$ cat src/design/nfam_pkg.sv
`timescale 1ns / 1ps
// ----------------------------------------------------------------------------
// NFA regex matcher package
// Shared types, instruction codes and helper functions of the matcher.
// ----------------------------------------------------------------------------
package nfam_pkg;

    // Request codes as they arrive on the input port.
    localparam logic [2:0] REQ_LOAD_INSTR = 3'd0;
    localparam logic [2:0] REQ_LOAD_RANGE = 3'd1;
    localparam logic [2:0] REQ_START      = 3'd2;
    localparam logic [2:0] REQ_BYTE       = 3'd3;
    localparam logic [2:0] REQ_END        = 3'd4;

    // Instruction opcodes.
    localparam logic [3:0] OP_CHAR   = 4'd0;
    localparam logic [3:0] OP_ANY    = 4'd1;
    localparam logic [3:0] OP_IN     = 4'd2;
    localparam logic [3:0] OP_NOTIN  = 4'd3;
    localparam logic [3:0] OP_MATCH  = 4'd4;
    localparam logic [3:0] OP_JMP    = 4'd5;
    localparam logic [3:0] OP_SPLIT  = 4'd6;
    localparam logic [3:0] OP_SAVE   = 4'd7;
    localparam logic [3:0] OP_ASSERT = 4'd8;

    // Assertion kinds.
    localparam logic [7:0] AS_BOS  = 8'd0;
    localparam logic [7:0] AS_BOL  = 8'd1;
    localparam logic [7:0] AS_EOL  = 8'd2;
    localparam logic [7:0] AS_EOS  = 8'd3;
    localparam logic [7:0] AS_WB   = 8'd4;
    localparam logic [7:0] AS_NWB  = 8'd5;

    // Result status codes.
    localparam logic [1:0] ST_LOADED  = 2'd0;
    localparam logic [1:0] ST_NEED    = 2'd1;
    localparam logic [1:0] ST_MATCH   = 2'd2;
    localparam logic [1:0] ST_NOMATCH = 2'd3;

    localparam logic [7:0] NEWLINE_BYTE = 8'h0A;

    typedef enum logic [2:0] {
        CMD_LOAD_I,
        CMD_LOAD_R,
        CMD_START,
        CMD_BYTE,
        CMD_END,
        CMD_NOP
    } t_kind;

    typedef struct packed {
        logic [3:0] op;
        logic [7:0] opd;
        logic [5:0] x;
        logic [5:0] y;
    } t_instr;

    typedef struct packed {
        t_kind      kind;
        logic [5:0] idx;
        t_instr     instr;
        logic [2:0] slot;
        logic [7:0] rlow;
        logic [7:0] rhigh;
        logic [7:0] data;
    } t_cmd;

    typedef enum logic [1:0] {
        MS_IDLE,
        MS_RUN,
        MS_MATCHED,
        MS_FAILED
    } t_mstate;

    typedef enum logic [3:0] {
        BS_IDLE,
        BS_DISPATCH,
        BS_WALK_INIT,
        BS_WALK_CHK,
        BS_WALK_THR,
        BS_WALK_OP,
        BS_RANGE_RD,
        BS_RANGE_CMP,
        BS_WALK_NEXT,
        BS_CL_POP,
        BS_CL_RD,
        BS_CL_INS,
        BS_CL_PUSH2,
        BS_RESULT
    } t_bstate;

    function automatic logic f_is_word(input logic [7:0] c);
        return (c >= 8'h61 && c <= 8'h7A) || (c >= 8'h41 && c <= 8'h5A) ||
               (c >= 8'h30 && c <= 8'h39) || (c == 8'h5F);
    endfunction

endpackage

$ cat src/design/nfam_front.sv
`timescale 1ns / 1ps
// ----------------------------------------------------------------------------
// NFA matcher front end
// Accepts request beats, classifies them and queues them for the engine.
// ----------------------------------------------------------------------------
module nfam_front (
    input  logic             i_clk,
    input  logic             i_rst_n,
    input  logic             push,
    output logic             full,
    input  logic [2:0]       i_req_type,
    input  logic [5:0]       i_instr_index,
    input  logic [3:0]       i_opcode,
    input  logic [7:0]       i_operand,
    input  logic [5:0]       i_target_x,
    input  logic [5:0]       i_target_y,
    input  logic [2:0]       i_range_slot,
    input  logic [7:0]       i_range_low,
    input  logic [7:0]       i_range_high,
    input  logic [7:0]       i_data_byte,
    output logic             o_cmd_valid,
    output nfam_pkg::t_cmd   o_cmd,
    input  logic             i_cmd_pop
);

    nfam_pkg::t_cmd r_q [2];
    logic           r_wp;
    logic           r_rp;
    logic [1:0]     r_cnt;
    nfam_pkg::t_cmd w_cmd;
    logic           w_push;
    logic           w_pop;

    always_comb begin
        w_cmd.idx   = i_instr_index;
        w_cmd.instr = '{op: i_opcode, opd: i_operand, x: i_target_x, y: i_target_y};
        w_cmd.slot  = i_range_slot;
        w_cmd.rlow  = i_range_low;
        w_cmd.rhigh = i_range_high;
        w_cmd.data  = i_data_byte;
        case (i_req_type)
            nfam_pkg::REQ_LOAD_INSTR: w_cmd.kind = nfam_pkg::CMD_LOAD_I;
            nfam_pkg::REQ_LOAD_RANGE: w_cmd.kind = nfam_pkg::CMD_LOAD_R;
            nfam_pkg::REQ_START:      w_cmd.kind = nfam_pkg::CMD_START;
            nfam_pkg::REQ_BYTE:       w_cmd.kind = nfam_pkg::CMD_BYTE;
            nfam_pkg::REQ_END:        w_cmd.kind = nfam_pkg::CMD_END;
            default:                  w_cmd.kind = nfam_pkg::CMD_NOP;
        endcase
    end

    assign full        = (r_cnt == 2'd2);
    assign o_cmd_valid = (r_cnt != 2'd0);
    assign o_cmd       = r_q[r_rp];
    assign w_push      = push && !full;
    assign w_pop       = i_cmd_pop && o_cmd_valid;

    always_ff @(posedge i_clk) begin
        if (!i_rst_n) begin
            r_wp  <= 1'b0;
            r_rp  <= 1'b0;
            r_cnt <= 2'd0;
        end else begin
            if (w_push) begin
                r_q[r_wp] <= w_cmd;
                r_wp      <= ~r_wp;
            end
            if (w_pop) begin
                r_rp <= ~r_rp;
            end
            r_cnt <= r_cnt + {1'b0, w_push} - {1'b0, w_pop};
        end
    end

endmodule

$ cat config.mk
export PLATFORM = sky130hd
export DESIGN_NAME = nfam_front
export DESIGN_NICKNAME = d
export VERILOG_FILES = /design/src/design/nfam_pkg.sv /design/src/design/nfam_front.sv
export SDC_FILE = /design/constraint.sdc
export NUM_CORES = 1
export LEC_CHECK = 0
export BUFFER_PORTS_ARGS = -buffer_cell sky130_fd_sc_hd__buf_2
export CORE_AREA = 2 2 131 133
export CTS_CLUSTER_SIZE = 24
export DETAILED_ROUTE_END_ITERATION = 8
export DIE_AREA = 0 0 133 135
export GPL_TIMING_DRIVEN = 1
export HOLD_SLACK_MARGIN = 0.03
export SLEW_MARGIN = 20
export SYNTH_ARGS = -nofsm -noshare
export SYNTH_HDL_FRONTEND = slang
export SYNTH_SLANG_ARGS = --single-unit
$ cat constraint.sdc
create_clock -name i_clk -period 6.1 [get_ports i_clk]
set_input_delay 0.305 -clock i_clk [delete_from_list [all_inputs] [get_ports i_clk]]
set_output_delay 0.305 -clock i_clk [all_outputs]
set_load 0.03 [all_outputs]
==> results of run 1 <==
-- synthesized netlist by cell type --
cell type / count
a21o_1: 1
and2_1: 3
and3_1: 1
buf_12: 6
buf_6: 1
clkbuf_1: 1
dfxtp_1: 5
edfxtp_1: 120
ha_1: 2
inv_1: 3
mux2_4: 60
nand2_1: 1
nand2b_1: 1
nand3_1: 1
nor2_1: 1
nor2b_1: 3
o21a_1: 1
o22ai_1: 1
or2_2: 1
xnor2_1: 3
-- flip-flops by register name (all words and copies together), names as in the netlist, named ones only --
register / flops
r_cnt: 2
r_q: 120
r_rp: 1
r_wp: 1
-- cell families (layout without fill, tap and decap cells) --
logic type | count (synthesis) | in the layout | synth area share
AO/OA/AOI/OAI | 3 | 3 | 0.00435
XOR/XNOR | 3 | 3 | 0.00537
adder cells (fa/ha/maj) | 2 | 2 | 0.00511
buffers and inverters | 11 | 162 | 0.0299
flip-flops | 125 | 125 | 0.757
multiplexers | 60 | 60 | 0.184
AND/OR/NAND/NOR | 12 | 12 | 0.0141
-- final cells by class --
type                    count  area, sq um  area share
repair buffers            127          653       0.103
flip-flops and latches    125         3710       0.582
well taps                 220          275      0.0432
clock inverters            15          244      0.0383
multi-input cells          80         1050       0.166
inverters                   3         11.3     0.00177
clock buffers              17          425      0.0668
-- cells in the final DEF, fill, tap and decap left out, drive strengths merged --
cell type,n
buf,127
edfxtp,120
mux2,60
clkbuf,17
bufinv,6
clkinv,6
dfxtp,5
inv,4
and2,3
xnor2,3
nor2b,3
ha,2
clkinvlp,2
o21a,1
a21o,1
nand2b,1
or2,1
and3,1
nand3,1
nor2,1
nand2,1
o22ai,1
-- where the power goes --
part	switching, mW	internal [mW]
clock	0.360	0.766
sequential	0.0670	1.02
combinational	0.368	0.287
-- per-stage QoR --
stage | instances | hold slack (ns)
6_report | 587 | 0.0827
5_1_grt | 587 | 0.0489
4_1_cts | 587 | 0.0598
3_5_place_dp | 555 | 0.497
3_3_place_gp | 554 | 0.493
2_1_floorplan | 216 | 0.404
-- worst reg2reg max path, stage by stage, from the launching register on --
cell	delay (ns)
dfxtp_1	0.36
nand2b_1	0.16
nand3_1	0.16
nor2_4	0.11
buf_4	0.66
-- path summary, 6_finish.rpt --
path | slack (ns) | to | cells after the start | from
min reg2reg | 0.53 | r_wp | 2 | r_wp
max reg2reg | 4.20 | r_q[0][54] | 4 | r_cnt[0]
min | 0.08 | r_q[0][39] | 1 | i_operand[0]
max | 3.73 | o_cmd[23] | 3 | flip-flop
-- per-layer routing --
| layer | part of all wire | up-vias |
|---|---|---|
| li1 | - | 1120 |
| met1 | 0.41 | 1178 |
| met2 | 0.50 | 84 |
| met3 | 0.070 | 6 |
| met4 | 0.012 | 0 |
| met5 | 0 | - |
==> results_dict.tcl, run 1 <==
set metrics [dict create \
    status "completed" \
    period_minus_slack_ns 2.37 \
    post-dp-hpwl_um 5640 \
    arrival_ns 2.06 \
    setup_viol 0 \
    p_leak_nw 2.48 \
    die_w_um 133 \
    grt_max_degree 61 \
    clock-sinks 125 \
    syn_area_sq_um 4890 \
    ys_seq_area_frac 0.757 \
    grt_pass1_wl_um 13700 \
    yosysWarnings 0 \
    drive_gt1_frac 0.605 \
    top_usage_layer "met2" \
    synth.largest_area_cell "edfxtp_1" \
    die-area_sq_um 18000 \
    fill_cells 1527 \
    drt_iter0_markers 95 \
    synth_area_per_cell_sq_um 22.6 \
    start_kind "flip-flop" \
    final_max_slew_viol_count 0 \
    p_total_mw 2.87 \
    critPathCaptureType "primary output" \
    cts-hold-fix-buffers 0 \
    cp_top_family "flip-flops" \
    ctsLongestPathBuffers 2 \
    slowest_delay_ns 0.84 \
    setup_ws_ns 3.73 \
    cts_made_buffers 17 \
    overflow 0 \
    rsz0062_at_grt "no" \
    cts-root-buf "clkbuf_16" \
    via_per_inst 4.07 \
    area_growth_pct 30.2 \
    path_buf_inv 2 \
    rows 47 \
    ant_nets 0 \
    synth_cells 216 \
    tightestPinTransition_ns 0.867 \
    required_ns 5.79 \
    nets 420 \
    numPortBuffers 125 \
    grtUsageMet2 0.177 \
    fin_area_sq_um 6370 \
    core_sq_um 16400 \
    ctsResizeCount 0 \
    drt-pass1-iter-count 4 \
    hold_violations 0 \
    die-height_um 135 \
    crit_type "reg -> out" \
    totalWireLength_um 8750 \
    grt_pass1_vias 2643 \
    vias 2388 \
    drc 0 \
    totalNegativeSetupSlack_ns 0 \
    wl_per_cell_um 14.9 \
    period_share 0.388 \
    critPathMaxFanout 37 \
    gp_congestion 0.640 \
    path_cells "buf_12, mux2_4, buf_2" \
    synthTopCellsByArea "edfxtp_1 74%, mux2_4 18%, buf_12 2.5%" \
    grt_antenna_before_repair 0 \
    ios 126 \
    met3_usage 0.0477 \
    ys_types 20 \
    synth_top_area_frac 0.737 \
    final_util 0.388 \
    grt_use_total 0.104 \
    syn_nets 282 \
    ir_drop_mv 0.232 \
    cp_slowest_cell "dfxtp_4" \
    clock_skew_ns 0.00791 \
    dpl_worst_slack_ns 4.11 \
    path_clk_slew_ns 0.06 \
    n_antenna_cell 0 \
    placed_area_sq_um 5700 \
    use_met1 0.113 \
    power_density_nw_per_um2 451 \
    htreeDepth 4 \
    ys_ff_latch 125 \
    hp-class "in -> reg" \
    timing.fmax_ghz 0.423 \
    clk_latency_ns 0.41 \
    cts_post_setup_buffers_inserted 0 \
    start_util 0.298 \
    drv_cap 0 \
    max_slew_margin 0.422 \
    cts_tree "built" \
]
Power figures use the tool's default switching activity.
==> run 2: changes to the inputs <==
Clock period 6.1 ns to 2.3 ns, I/O delays scaled along.
==> run 2 against run 1 <==
Final cell count rose by 11%. Critical path type unchanged. Count of clock-buffer cells in the layout rose by 2. Die area stayed put. Non-clock buffer count increased by 65.
==> results_dict.tcl, run 2 (synthesized netlist as in run 1, its figures left out) <==
set metrics [dict create \
    r2r_slack_ns 0.55 \
    mostFrequentLayoutCells "125 x buf_2, 120 x edfxtp_1, 61 x dlygate4sd3_1, 60 x mux2_4, 17 x clkbuf_16" \
    period_share 0.849 \
    status "completed" \
    rsz0062_at_grt "no" \
    setup_ws_ns 0.348 \
    internal_power_mw 5.21 \
    totalNegativeSetupSlack_ns 0 \
    via_per_inst 4.06 \
    grt_antenna_before_repair 0 \
    combPwrFrac 0.262 \
    drt_iter0_markers 105 \
    critPathMaxFanout 16 \
    wl_met2_um 4760 \
    critPathCaptureType "primary output" \
    drt-pass1-iter-count 4 \
    cts_post_setup_buffers_inserted 0 \
    ctsResizeCount 0 \
    totalWireLength_um 9010 \
    post-dp-hpwl_um 5800 \
    clock-sinks 125 \
    overflow 0 \
    placed_area_sq_um 5730 \
    clock_skew_ns 0.00761 \
    required_ns 2.18 \
    timing.fmax_ghz 0.512 \
    p_switching_mw 2.06 \
    die_w_um 133 \
    period_minus_slack_ns 1.95 \
    place_inst 559 \
    fill_cells 1484 \
    path_clk_slew_ns 0.06 \
    top_register "r_q" \
    tightestPinTransition_ns 0.520 \
    clkPwrFrac 0.350 \
    grt_use_total 0.104 \
    htreeDepth 4 \
    drc 0 \
    nets 485 \
    seqPwrFrac 0.388 \
    final_common_cell "buf_2" \
    start_kind "flip-flop" \
    drive_gt1_frac 0.507 \
    hold_slack_ns 0.0696 \
    ir_drop_mv 0.607 \
    cts_made_buffers 17 \
    vias 2636 \
    power_density_nw_per_um2 1050 \
    grt_pass1_vias 2821 \
    numPortBuffers 125 \
    largest_reg_flops 120 \
    cts-hold-fix-buffers 61 \
    max_slew_margin 0.654 \
    wl_per_cell_um 13.9 \
    hp-class "in -> reg" \
    wl_met1_um 3640 \
    die-height_um 135 \
    grt_pass1_wl_um 14000 \
    rows 47 \
    wl_met3_um 456 \
    crit_type "reg -> out" \
    ctsLongestPathBuffers 2 \
    dpl_worst_slack_ns 0.559 \
    p_leak_nw 2.70 \
    die-area_sq_um 18000 \
    start_util 0.298 \
    ios 126 \
    area_growth_pct 41.0 \
    final_max_slew_viol_count 0 \
    maxUsedRoutingLayer "met4" \
    switching_share 0.283 \
    core_sq_um 16400 \
    cts-root-buf "clkbuf_16" \
    hold_violations 0 \
    arrival_ns 1.84 \
    ant_nets 0 \
    final_cells 650 \
    cts_tree "built" \
    n_antenna_cell 0 \
    setup_viol 0 \
    top_regs "r_q x120, r_cnt x2" \
    drv_cap 0 \
    clk_latency_ns 0.41 \
    gp_congestion 0.648 \
    fin_area_sq_um 6900 \
    grt_max_degree 38 \
]
run 2: per-layer routing:
metal  vias up  global-route usage
met5         -                   0
met4         0              0.0508
met3        15              0.0398
met2        74               0.180
met1      1301               0.114
li1       1246                   -
run 2: worst max-delay path: stages (launching register included):
cell	delay, ns
dfxtp_4	0.54
buf_4	0.37
mux2_4	0.34
buf_2	0.18
run 2: per-stage QoR:
step	utilization	total power, mW
2_1_floorplan	-	4.38
3_5_place_dp	0.349	4.73
6_report	0.420	7.27
5_1_grt	0.420	7.61
3_3_place_gp	0.349	4.70
4_1_cts	0.420	7.40
run 2: layout make-up:
cell class	instances	area [sq um]	share of cell area
multi-input cells	80	1050	0.152
repair buffers	192	1290	0.188
clock buffers	19	433	0.0628
flip-flops and latches	125	3710	0.537
well taps	220	275	0.0399
inverters	3	11.3	0.00163
clock inverters	11	126	0.0183
run 2: worst paths after layout:
check,cells past startpoint,start,endpoint
max,3,flip-flop,o_cmd[5]
min,3,push,r_wp
max reg2reg,9,r_cnt[0],r_cnt[1]
min reg2reg,2,r_rp,flip-flop
run 2: power by group through the flow:
stage	registers (mW)	clock network, mW	logic (mW)
global route	2.84	2.74	2.03
floorplan	2.80	0	1.58
detailed placement	2.87	0	1.86
CTS	2.82	2.62	1.95
global placement	2.86	0	1.85
finish	2.82	2.55	1.91
